==> config.mk <==
export PLATFORM = sky130hd
export DESIGN_NAME = gtp_control_message_parser
export DESIGN_NICKNAME = d
export VERILOG_FILES = /design/src/gtpcp_pkg.sv /design/src/gtpcp_out_queue.sv /design/src/gtp_control_message_parser.sv
export VERILOG_INCLUDE_DIRS = /design/src /design/src/src
export SDC_FILE = /design/constraint.sdc
export NUM_CORES = 1
export LEC_CHECK = 0
export BUFFER_PORTS_ARGS = -buffer_cell sky130_fd_sc_hd__buf_2
export CAP_MARGIN = 15
export CORE_ASPECT_RATIO = 0.8
export CORE_MARGIN = 1.5
export CORE_UTILIZATION = 45
export DETAILED_ROUTE_END_ITERATION = 8
export PLACE_DENSITY = 0.64
export SYNTH_ARGS = -nofsm -noshare
export SYNTH_HDL_FRONTEND = slang
export SYNTH_SLANG_ARGS = --single-unit
==> constraint.sdc <==
create_clock -name clk -period 9.6 [get_ports clk]
set_input_delay 2.88 -clock clk [delete_from_list [all_inputs] [get_ports clk]]
set_output_delay 2.88 -clock clk [all_outputs]
set_load 0.005 [all_outputs]
==> src/assert_macros.svh <==
// Assertion helpers shared by the parser files.
`ifndef ASSERT_MACROS_SVH
`define ASSERT_MACROS_SVH

// Implication checked every clock outside reset.
`define ASSERT_IMPL(label, clk, rst_n, ante, cons, msg) \
  label: assert property (@(posedge clk) disable iff (!rst_n) (ante) |-> (cons)) \
    else $error(msg);

// Next-cycle implication outside reset.
`define ASSERT_NEXT(label, clk, rst_n, ante, cons, msg) \
  label: assert property (@(posedge clk) disable iff (!rst_n) (ante) |=> (cons)) \
    else $error(msg);

`endif

==> src/gtpcp_pkg.sv <==
package gtpcp_pkg;

  localparam int unsigned MaxElementsDef = 32;
  localparam logic [16:0] PosMax = 17'h1FFFF;

  typedef enum logic [1:0] {
    KIND_IE     = 2'd0,
    KIND_ACCEPT = 2'd1,
    KIND_REJECT = 2'd2
  } kind_t;

  typedef enum logic [3:0] {
    RSN_NONE      = 4'd0,
    RSN_SHORT     = 4'd1,
    RSN_VER_PT    = 4'd2,
    RSN_SHORT_OPT = 4'd3,
    RSN_EXT_ZERO  = 4'd4,
    RSN_EXT_OVER  = 4'd5,
    RSN_TRUNC     = 4'd6,
    RSN_UNK_TV    = 4'd7,
    RSN_EL_OVER   = 4'd8
  } reason_t;

  typedef enum logic [1:0] {
    EXT_NONE = 2'd0,
    EXT_LEN  = 2'd1,
    EXT_BODY = 2'd2
  } ext_t;

  typedef enum logic [2:0] {
    EL_TYPE   = 3'd0,
    EL_LEN_HI = 3'd1,
    EL_LEN_LO = 3'd2,
    EL_VALUE  = 3'd3,
    EL_HALT   = 3'd4
  } el_t;

  // One result row as seen by the output stage.
  typedef struct packed {
    kind_t       kind;
    logic [7:0]  ie_type;
    logic [15:0] ie_length;
    logic [16:0] value_offset;
    logic [7:0]  message_type;
    logic [31:0] tunnel_id;
    logic [15:0] sequence_number;
    logic [5:0]  element_count;
    reason_t     reject_reason;
    logic        final_flag;
  } row_t;

  // TV value length; 0 for types not in the table.
  function automatic logic [4:0] tv_size(input logic [7:0] t);
    logic [4:0] s;
    unique case (t)
      8'd1, 8'd8, 8'd11, 8'd13, 8'd14, 8'd15, 8'd19, 8'd20,
      8'd21, 8'd23, 8'd24, 8'd29: s = 5'd1;
      8'd25, 8'd26, 8'd27, 8'd28: s = 5'd2;
      8'd12: s = 5'd3;
      8'd4, 8'd5, 8'd16, 8'd17, 8'd127: s = 5'd4;
      8'd18: s = 5'd5;
      8'd3: s = 5'd6;
      8'd2: s = 5'd8;
      8'd22: s = 5'd9;
      8'd9: s = 5'd28;
      default: s = 5'd0;
    endcase
    return s;
  endfunction

endpackage

==> src/gtpcp_out_queue.sv <==
// Two-entry result queue: holds up to two rows produced by one byte.
module gtpcp_out_queue (
  input  logic              clk,
  input  logic              rst_n,
  input  logic              push0,
  input  gtpcp_pkg::row_t   row0,
  input  logic              push1,
  input  gtpcp_pkg::row_t   row1,
  output logic              can_take,
  output logic              out_valid,
  input  logic              out_ready,
  output gtpcp_pkg::row_t   out_row
);
  import gtpcp_pkg::*;
  `include "assert_macros.svh"

  row_t       slot_r [2];
  row_t       slot_nxt [2];
  logic [1:0] cnt_r, cnt_nxt;
  logic       pop;
  logic [1:0] npush;
  logic [1:0] base;

  assign pop       = out_valid && out_ready;
  assign out_valid = (cnt_r != 2'd0);
  assign out_row   = slot_r[0];
  // Take a new item only when two rows always fit after this cycle's pop.
  assign can_take  = (cnt_r == 2'd0) || (cnt_r == 2'd1 && pop);
  assign npush     = {1'b0, push0} + {1'b0, push1};
  assign base      = cnt_r - {1'b0, pop};
  assign cnt_nxt   = base + npush;

  always_ff @(posedge clk) begin
    if (!rst_n) begin
      cnt_r <= 2'd0;
    end else begin
      cnt_r <= cnt_nxt;
    end
  end

  always_comb begin
    slot_nxt = slot_r;
    if (pop) slot_nxt[0] = slot_r[1];
    if (push0) begin
      slot_nxt[base[0]] = row0;
      if (push1) slot_nxt[1] = row1;
    end else if (push1) begin
      slot_nxt[base[0]] = row1;
    end
  end

  always_ff @(posedge clk) begin
    slot_r <= slot_nxt;
  end

  `ASSERT_IMPL(a_no_overflow, clk, rst_n, push0 || push1, base == 2'd0, "push into busy queue")
  `ASSERT_IMPL(a_cnt_max, clk, rst_n, 1'b1, cnt_r != 2'd3, "queue count out of range")
  `ASSERT_IMPL(a_push_order, clk, rst_n, push1 && !push0, row1.final_flag, "lone second row not final")
endmodule

==> src/gtp_control_message_parser.sv <==
// Channel | ports                                   | accepted when
// in      | in_data_byte, in_last_byte              | in_valid && in_ready
// out     | out_kind .. out_final_flag (10 fields)  | out_valid && out_ready
// One byte per cycle if in_ready; its first row appears the cycle after it is taken.
// A byte yields at most two rows (descriptor + final); a two-row queue holds them.
// in_ready is high only while the queue is empty or its single row leaves this cycle.
// Synchronous active-low reset clears all parse state and the queue.
module gtp_control_message_parser #(
  parameter int unsigned MAX_ELEMENTS = gtpcp_pkg::MaxElementsDef
) (
  input  logic                 clk,
  input  logic                 rst_n,
  input  logic                 in_valid,
  output logic                 in_ready,
  input  logic [7:0]           in_data_byte,
  input  logic                 in_last_byte,
  output logic                 out_valid,
  input  logic                 out_ready,
  output gtpcp_pkg::kind_t     out_kind,
  output logic [7:0]           out_ie_type,
  output logic [15:0]          out_ie_length,
  output logic [16:0]          out_value_offset,
  output logic [7:0]           out_message_type,
  output logic [31:0]          out_tunnel_id,
  output logic [15:0]          out_sequence_number,
  output logic [5:0]           out_element_count,
  output gtpcp_pkg::reason_t   out_reject_reason,
  output logic                 out_final_flag
);
  import gtpcp_pkg::*;
  `include "assert_macros.svh"

  logic [16:0] pos_r, pos_nxt;
  logic [7:0]  flags_r, flags_nxt, mtype_r, mtype_nxt, etype_r, etype_nxt;
  logic [15:0] plen_r, plen_nxt, seq_r, seq_nxt, eleft_r, eleft_nxt, elen_r, elen_nxt;
  logic [31:0] teid_r, teid_nxt;
  ext_t        ext_r, ext_nxt;
  logic [9:0]  xleft_r, xleft_nxt;
  el_t         el_r, el_nxt;
  logic [5:0]  found_r, found_nxt;
  reason_t     pend_r, pend_nxt;

  logic        acc, b_last, opt, walk;
  logic [7:0]  b;
  logic [17:0] p1, end_pos, need;
  logic [16:0] hdr_end;
  logic        push0, push1, can_take;
  row_t        row0, row1, q_row;
  reason_t     rsn;
  logic [4:0]  tvl;

  assign in_ready = can_take;
  assign acc      = in_valid && in_ready;
  assign b        = in_data_byte;
  assign b_last   = in_last_byte;
  assign p1       = {1'b0, pos_r} + 18'd1;
  assign tvl      = tv_size(b);

  always_comb begin
    flags_nxt = flags_r; mtype_nxt = mtype_r; plen_nxt = plen_r; teid_nxt = teid_r;
    seq_nxt = seq_r; ext_nxt = ext_r; xleft_nxt = xleft_r; el_nxt = el_r;
    etype_nxt = etype_r; eleft_nxt = eleft_r; elen_nxt = elen_r;
    found_nxt = found_r; pend_nxt = pend_r;
    push0 = 1'b0; push1 = 1'b0; walk = 1'b0; need = '0; rsn = RSN_NONE;
    opt = (flags_r[2:0] != 3'd0);
    pos_nxt = (pos_r != PosMax) ? p1[16:0] : pos_r;

    if (pos_r == 17'd0) begin
      flags_nxt = b;
      opt = (b[2:0] != 3'd0);
      if (b[7:5] != 3'd1 || !b[4]) pend_nxt = RSN_VER_PT;
    end else if (pos_r == 17'd1) begin
      mtype_nxt = b;
    end else if (pos_r == 17'd2 || pos_r == 17'd3) begin
      plen_nxt = {plen_r[7:0], b};
    end else if (pos_r >= 17'd4 && pos_r <= 17'd7) begin
      teid_nxt = {teid_r[23:0], b};
    end else if (opt && (pos_r == 17'd8 || pos_r == 17'd9)) begin
      seq_nxt = {seq_r[7:0], b};
    end

    hdr_end = opt ? 17'd12 : 17'd8;
    end_pos = 18'd8 + {2'b0, plen_nxt};

    if (pend_r == RSN_NONE && pend_nxt == RSN_NONE) begin
      if (opt && pos_r == 17'd11) begin
        if (flags_r[2] && b != 8'd0) ext_nxt = EXT_LEN;
      end else if (pos_r >= hdr_end) begin
        priority case (ext_r)
          EXT_LEN: begin
            if (b_last) begin
              ext_nxt = EXT_NONE;
              walk = 1'b1;
            end else if (b == 8'd0) begin
              pend_nxt = RSN_EXT_ZERO;
            end else begin
              xleft_nxt = {b, 2'b00} - 10'd1;
              ext_nxt = EXT_BODY;
            end
          end
          EXT_BODY: begin
            if (xleft_r <= 10'd1) begin
              xleft_nxt = '0;
              ext_nxt = (b == 8'd0) ? EXT_NONE : EXT_LEN;
            end else if (b_last) begin
              pend_nxt = RSN_EXT_OVER;
            end else begin
              xleft_nxt = xleft_r - 10'd1;
            end
          end
          default: walk = 1'b1;
        endcase
      end
    end

    if (walk && el_r != EL_HALT && {1'b0, pos_r} < end_pos) begin
      if ({26'b0, found_r} >= MAX_ELEMENTS) begin
        el_nxt = EL_HALT;
      end else begin
        unique case (el_r)
          EL_TYPE: begin
            etype_nxt = b;
            if (!b[7]) begin
              need = p1 + {13'b0, tvl};
              if (tvl == 5'd0) begin
                pend_nxt = RSN_UNK_TV; el_nxt = EL_HALT;
              end else if (need > end_pos) begin
                pend_nxt = RSN_EL_OVER; el_nxt = EL_HALT;
              end else begin
                elen_nxt = {11'b0, tvl}; eleft_nxt = {11'b0, tvl}; el_nxt = EL_VALUE;
              end
            end else if (p1 + 18'd2 > end_pos) begin
              pend_nxt = RSN_EL_OVER; el_nxt = EL_HALT;
            end else begin
              el_nxt = EL_LEN_HI;
            end
          end
          EL_LEN_HI: begin
            eleft_nxt = {b, 8'd0};
            el_nxt = EL_LEN_LO;
          end
          EL_LEN_LO: begin
            need = p1 + {2'b0, eleft_r[15:8], b};
            if (need > end_pos) begin
              pend_nxt = RSN_EL_OVER; el_nxt = EL_HALT;
            end else begin
              elen_nxt = {eleft_r[15:8], b}; eleft_nxt = {eleft_r[15:8], b};
              if ({eleft_r[15:8], b} == 16'd0) begin
                found_nxt = found_r + 6'd1; el_nxt = EL_TYPE; push0 = 1'b1;
              end else begin
                el_nxt = EL_VALUE;
              end
            end
          end
          EL_VALUE: begin
            eleft_nxt = eleft_r - 16'd1;
            if (eleft_r == 16'd1) begin
              found_nxt = found_r + 6'd1; el_nxt = EL_TYPE; push0 = 1'b1;
            end
          end
          default: el_nxt = EL_HALT;
        endcase
      end
    end

    row0.kind = KIND_IE;
    row0.ie_type = etype_nxt;
    row0.ie_length = elen_nxt;
    row0.value_offset = p1[16:0] - {1'b0, elen_nxt};
    row0.message_type = mtype_nxt;
    row0.tunnel_id = teid_nxt;
    row0.sequence_number = seq_nxt;
    row0.element_count = found_nxt;
    row0.reject_reason = RSN_NONE;
    row0.final_flag = 1'b0;

    if (p1 < 18'd8) rsn = RSN_SHORT;
    else if (pend_nxt == RSN_VER_PT) rsn = RSN_VER_PT;
    else if (opt && p1 < 18'd12) rsn = RSN_SHORT_OPT;
    else if (pend_nxt == RSN_EXT_ZERO || pend_nxt == RSN_EXT_OVER) rsn = pend_nxt;
    else if (end_pos > p1) rsn = RSN_TRUNC;
    else rsn = pend_nxt;

    row1 = row0;
    row1.kind = (rsn != RSN_NONE) ? KIND_REJECT : KIND_ACCEPT;
    row1.ie_type = '0;
    row1.ie_length = '0;
    row1.value_offset = '0;
    row1.reject_reason = rsn;
    row1.final_flag = 1'b1;
    push1 = b_last;

    push0 = push0 && acc;
    push1 = push1 && acc;
  end

  always_ff @(posedge clk) begin
    if (!rst_n || (acc && b_last)) begin
      pos_r <= '0; flags_r <= '0; mtype_r <= '0; plen_r <= '0; teid_r <= '0;
      seq_r <= '0; ext_r <= EXT_NONE; xleft_r <= '0; el_r <= EL_TYPE;
      etype_r <= '0; eleft_r <= '0; elen_r <= '0; found_r <= '0; pend_r <= RSN_NONE;
    end else if (acc) begin
      pos_r <= pos_nxt; flags_r <= flags_nxt; mtype_r <= mtype_nxt; plen_r <= plen_nxt;
      teid_r <= teid_nxt; seq_r <= seq_nxt; ext_r <= ext_nxt; xleft_r <= xleft_nxt;
      el_r <= el_nxt; etype_r <= etype_nxt; eleft_r <= eleft_nxt; elen_r <= elen_nxt;
      found_r <= found_nxt; pend_r <= pend_nxt;
    end
  end

  gtpcp_out_queue u_queue (
    .clk(clk), .rst_n(rst_n),
    .push0(push0), .row0(row0), .push1(push1), .row1(row1),
    .can_take(can_take), .out_valid(out_valid), .out_ready(out_ready), .out_row(q_row)
  );

  assign out_kind            = q_row.kind;
  assign out_ie_type         = q_row.ie_type;
  assign out_ie_length       = q_row.ie_length;
  assign out_value_offset    = q_row.value_offset;
  assign out_message_type    = q_row.message_type;
  assign out_tunnel_id       = q_row.tunnel_id;
  assign out_sequence_number = q_row.sequence_number;
  assign out_element_count   = q_row.element_count;
  assign out_reject_reason   = q_row.reject_reason;
  assign out_final_flag      = q_row.final_flag;

  `ASSERT_IMPL(a_found_cap, clk, rst_n, 1'b1, {26'b0, found_r} <= MAX_ELEMENTS, "count over cap")
  `ASSERT_NEXT(a_last_clears, clk, rst_n, acc && b_last, pos_r == 17'd0, "no reset after last")
  `ASSERT_IMPL(a_halt_stays, clk, rst_n, el_r == EL_HALT && acc && !b_last, el_nxt == EL_HALT,
    "walk left halt")
endmodule
### Word level (Yosys, flattened, before mapping)

Memories as Yosys holds them, arrays and structs flattened.
Cells that the tools add are included.

| storage, ports and cells | value |
|---|---|
| register bits | 379 |
| memory bits (read-only) | 640 |
| memories kept | 1 |

| cells by class | value |
|---|---|
| add/sub/neg operators | 13 |
| $lt $le $gt $ge | 14 |
| equal/unequal tests | 30 |
| multiplexer cells | 103 |
| bitwise operators | 4 |
| reductions and logical operators | 48 |

Memories:

| name | words | width | read ports | clocked after Yosys merged registers in | write ports | line | source |
|---|---|---|---|---|---|---|---|
| (no name shown) | 128 | 5 | 1 | 0 | 0 | gtpcp_pkg.sv:55 | `unique case (t)` |

Operator list:

| cell | count |
|---|---|
| 220-bit bitwise mux | 2 |
| 220-bit 2-to-1 mux | 2 |
| 110-bit 2-to-1 mux | 3 |
| 16-bit 2-to-1 mux | 17 |
| 32-bit 2-to-1 mux | 4 |
| 110-bit demux with 1-bit select | 1 |
| 4-bit 2-to-1 mux | 21 |
| 16-bit case mux with 4 select lines | 1 |
| 18-bit by 17-bit greater-than comparator with 1-bit output | 3 |
| 17-bit by 4-bit == test with 1-bit output, second input constant | 3 |
| 8-bit 2-to-1 mux | 6 |
| 10-bit 2-to-1 mux | 4 |
| 18-bit by 4-bit less-than comparator with 1-bit output, second input constant | 2 |
| 17-bit by 2-bit == test with 1-bit output, second input constant | 2 |
| 16-bit case mux with 2 select lines | 1 |
| 6-bit 2-to-1 mux | 5 |
| 3-bit 2-to-1 mux | 8 |
| 8-bit AND reduction | 3 |
| 10-bit case mux with 2 select lines | 1 |
| 10-bit by 1-bit subtractor with 10-bit output, second input constant | 2 |
| 17-bit by 1-bit adder with 18-bit output, second input constant | 1 |
| 18-bit by 16-bit adder with 18-bit output | 1 |
| 18-bit by 2-bit adder with 18-bit output, second input constant | 1 |
| 18-bit by 5-bit adder with 18-bit output | 1 |
| 57 further kinds | 117 |

### Logic depth before layout (Yosys ltp)

| logic depth | value |
|---|---|
| word-level depth | 27 |
| gate-level depth with buffers | 42 |
| mapped depth without buffers | 42 |

### Modules after synthesis

From an unflattened synthesis, not the netlist that was laid out.

| unflattened totals | value |
|---|---|
| cell total of the unflattened synthesis | 2865 |
| area, all modules | 24693.7 µm² |

Modules (own cells, without submodules):

| module | times used | cells each | area an instance (µm²) | seq. area each (µm²) |
|---|---|---|---|---|
| gtp_control_message_parser | 1 | 1863 | 14221.1 | 3143.0 |
| gtpcp_out_queue | 1 | 1002 | 10472.5 | 5545.3 |

### Least setup slack after synthesis

Ideal clock, no wire load.

| timing | value |
|---|---|
| kind | input port to flip-flop |
| start | input port in_data_byte[1] |
| end | register u_queue.slot_r[83] (netlist name), data pin |
| arrival | 9.522 ns |
| data required time | 9.335 ns |
| path slack | -0.187 ns |
| stages | 39 |
| buffers on the path | 2 |
| path through | inv_1 -> ha_1 -> nand2_1 -> nor3_1 -> a311o_1 -> a21oi_1 -> inv_1 -> ha_1 -> inv_1 -> o21bai_1 -> a21o_1 -> a21oi_1 -> or3_1 -> clkbuf_1 -> nor3_1 -> xnor2_1 -> ha_1 -> a211oi_1 -> [... 3 more ...] -> a21oi_1 -> o311ai_2 -> nor2_1 -> o21ai_1 -> buf_2 -> a21oi_1 -> ha_1 -> nor2b_1 -> o21ai_0 -> a21oi_1 -> o21ai_0 -> a21boi_0 -> o2111ai_1 -> nand4_1 -> a311o_1 -> a21oi_1 -> xnor2_1 -> nor2_1 |

RTL lines:

| what | line | source |
|---|---|---|
| start: declaration | gtp_control_message_parser.sv:15 | `input logic [7:0] in_data_byte,` |
| end signal: assignment | gtpcp_out_queue.sv:53 | `slot_r <= slot_nxt;` |
| end: declaration | gtpcp_out_queue.sv:17 | `row_t slot_r [2];` |

==> impl_metrics.csv <==
group,metric,value,unit
status,status,"finished, final reports clean",
cells_and_area,stdcell_count,3475,
clock_tree,insertion_delay,0.56,ns
critical_path,critPathArrivalTime,9.51,ns
route,first_pass_iters,6,
clock_tree,hold_buffers,0,
grt,grt_pass1_wl,107000,µm
cells_and_area,nets,2924,
cells_and_area,synthToLayoutAreaGrowth,14.1,%
timing,period_minus_slack,9.21,ns
route,antenna_left,0,
critical_path,critPathBufInv,5,
worst_hold_path,min_path_type,"register to register",
floorplanning,die_w,257,µm
power_and_ir_drop,clockPowerShare,27.5,%
grt,grt_pass1_vias,18900,
cells_and_area,stdcell_area,26600,µm²
critical_path,crit_fanout,5,
power_and_ir_drop,switching_share,33.8,%
synth,synth_top_area_share,23.1,%
power_and_ir_drop,comb_power_share,33.4,%
clock_tree,cts_max_level,2,
placed_design,placed_cell_area,25100,µm²
route,num_vias,19900,
critical_path,critPathSlowestCell,"or3_4",
power_and_ir_drop,power_switching,1.84,mW
power_and_ir_drop,vdd_ir_drop_max,143,µV
grt,grt_antenna_before_repair,0,
clock_tree,cts_max_path_buffers,3,
cells_and_area,num_antenna_cells,0,
critical_path,worst_path_largest_cell_delay,0.41,ns
critical_path,endpoint_kind,"register",
timing,finClkSkew,0.0222,ns
critical_path,critical_path_depth,43,
synth,yosys-top-cells-area,"dfxtp_1 (23%), edfxtp_1 (14%), mux2i_1 (11%)",
route,drtIter0Drc,1864,
grt,grt-busiest-layer,"met2",
route,via_per_inst,5.74,
synth,synth_edf_count,110,
grt,use_met2,38.0,%
synth,avgSynthCellArea,8.79,µm²
floorplanning,ios,125,
synth,synthCells,2649,
power_and_ir_drop,power.density,205,nW/µm²
grt,grt_usage,25.1,%
floorplanning,die-area,53100,µm²
grt,gr-usage-met3,3.85,%
synth,ys_async_sr_fraction,0,%
clock_tree,cts.sink_count,379,
timing,setup_viol,0,
floorplanning,die_h,206,µm
floorplanning,start_util,45.6,%
route,totalWireLength,68500,µm
cells_and_area,layout-drive-gt1-share,16.7,%
power_and_ir_drop,p_leak,10.7,nW
route,wl_per_cell,19.7,µm
synth,synth_top_cell_by_area,"dfxtp_1",
synth,ys_seq_area_share,37.3,%
timing,tightestPinTransition,1.21,ns
grt,met1_usage,37.3,%
synth,netlist_area,23300,µm²
flow_run,cap_violations,0,
synth,synthFlopType,"dfxtp_1",
clock_tree,cts_root_buf,"clkbuf_16",
synth,synth_fp_nets,2812,
synth,ys_ff_latch,379,
synth,yosysUniqueCellTypes,86,
worst_hold_path,whs_path_depth,2,
placed_design,dp.cells,3394,
synth,ys_warn_count,0,
floorplanning,rows,74,
timing,timing.final.crit_share,95.9,%
power_and_ir_drop,p_int,3.60,mW
grt,overflow,0,
placed_design,io_buffer_count,124,
critical_path,start_kind,"primary input",
timing,finalMaxSlewViolations,0,
critical_path,r2r_cells,37,
route,remaining_drc_errors,0,
clock_tree,cts_tree,"yes",
power_and_ir_drop,seq_power_share,39.1,%
clock_tree,numCtsBuffers,40,
timing,hold_viol_final,0,
clock_tree,clk_pin_slew,0.06,ns
critical_path,critPathTopFamily,"compound AO/OA/AOI/OAI gates",
placed_design,dp_hpwl,49700,µm
placed_design,gp_congestion,0.942,
grt,grt_max_degree,101,
critical_path,crit_path_frequent_cell,"a21oi_2",
critical_path,critPathKind,"primary input to register",
timing,fmax,109,MHz
floorplanning,core,51100,µm²
timing,relSlewSlack,19.6,%
critical_path,cp.required,9.90,ns
power groups by stage:
stage | logic, mW | registers, mW | clock network, mW
floorplan | 1.39 | 2.10 | 0
global placement | 1.75 | 2.15 | 0
detailed placement | 1.78 | 2.16 | 0
CTS | 1.80 | 2.13 | 1.53
global route | 2.01 | 2.16 | 1.59
finish | 1.82 | 2.13 | 1.50
flip-flops by register name, summed over array words and instances, names as in the netlist, 6 cells and up:
register,count
u_queue.out_row,110
teid_r,32
pos_r,17
plen_r,16
seq_r,16
xleft_r,10
found_r,6
u_queue.slot_r,110
elen_r,16
etype_r,8
eleft_r,16
mtype_r,8
path summary, 6_finish.rpt:
kind	start	endpoint	slack [ns]
max	in_data_byte[1]	u_queue.slot_r[83]	0.39
min	mtype_r[5]	mtype_r[5]	0.45
max reg2reg	pos_r[1]	u_queue.slot_r[83]	1.40
min reg2reg	mtype_r[5]	mtype_r[5]	0.45
cell type report:
cell class	count	area, µm²
fill	4777	24500
timing repair buffer	332	2340
clock buffer	62	1130
clock inverter	10	92.6
inverter	99	375
sequential	379	8690
multi-input combinational	1909	13100
tap	684	856
worst min-delay path, stage by stage (launching register included):
cell,delay (ns)
dfxtp_1,0.31
nand2_1,0.05
a21oi_1,0.05
per-stage QoR:
| step | total power [mW] | setup WS, ns | setup TNS (ns) | hold slack, ns | utilization [%] |
|---|---|---|---|---|---|
| 2_1_floorplan | 3.49 | 0.0129 | 0 | 0.431 | - |
| 3_3_place_gp | 3.90 | -0.566 | -6.05 | 0.438 | 49.0 |
| 3_5_place_dp | 3.94 | -0.733 | -9.54 | 0.444 | 49.0 |
| 4_1_cts | 5.46 | 0.00586 | 0 | 0.453 | 51.5 |
| 5_1_grt | 5.76 | -0.0498 | -0.0671 | 0.470 | 52.0 |
| 6_report | 5.44 | 0.392 | 0 | 0.452 | 52.0 |
synth_stat cells, types with 73 or more instances:
cell / count
ha_1: 146
a21oi_1: 173
nor2_1: 292
o21ai_0: 81
buf_4: 110
mux2i_1: 252
edfxtp_1: 110
inv_1: 95
xnor2_1: 73
dfxtp_1: 269
clkbuf_1: 129
nand2_1: 263
a211oi_1: 98
cells in the final DEF (no fill, tap or decap), drive strengths merged, types with 29 or more instances in the layout:
master  instances
nor3           53
nand2         263
xor2           37
clkbuf         62
nor2          292
o22ai          57
mux2i         252
ha            146
inv            99
xnor2          73
a21oi         173
buf           332
o21ai          91
nand3          55
nand4          29
a211oi         98
dfxtp         269
edfxtp        110
kinds of logic after synthesis:
family / Yosys count / share of synthesized area (%)
muxes: 252 / 10.8
and+or+nand+nor: 830 / 16.3
AOI/OAI and AO/OA: 567 / 15.6
xor gates and xnor gates: 110 / 4.14
adders and majority gates: 150 / 8.19
buffers and inverters: 361 / 7.66
DFF: 379 / 37.3
metal layers:
layer / wire (µm) / up-vias
met5: 0 / -
met3: 4500 / 78
met1: 33100 / 9615
met4: 1190 / 0
li1: - / 9618
met2: 29700 / 619
what timing repair did:
action,4_1_cts,5_1_grt
endpoints found under the setup margin,11,20
gates resized for setup,8,62
pin swaps,4,44
setup buffers,2,7
(Power assumes the default switching activity.)
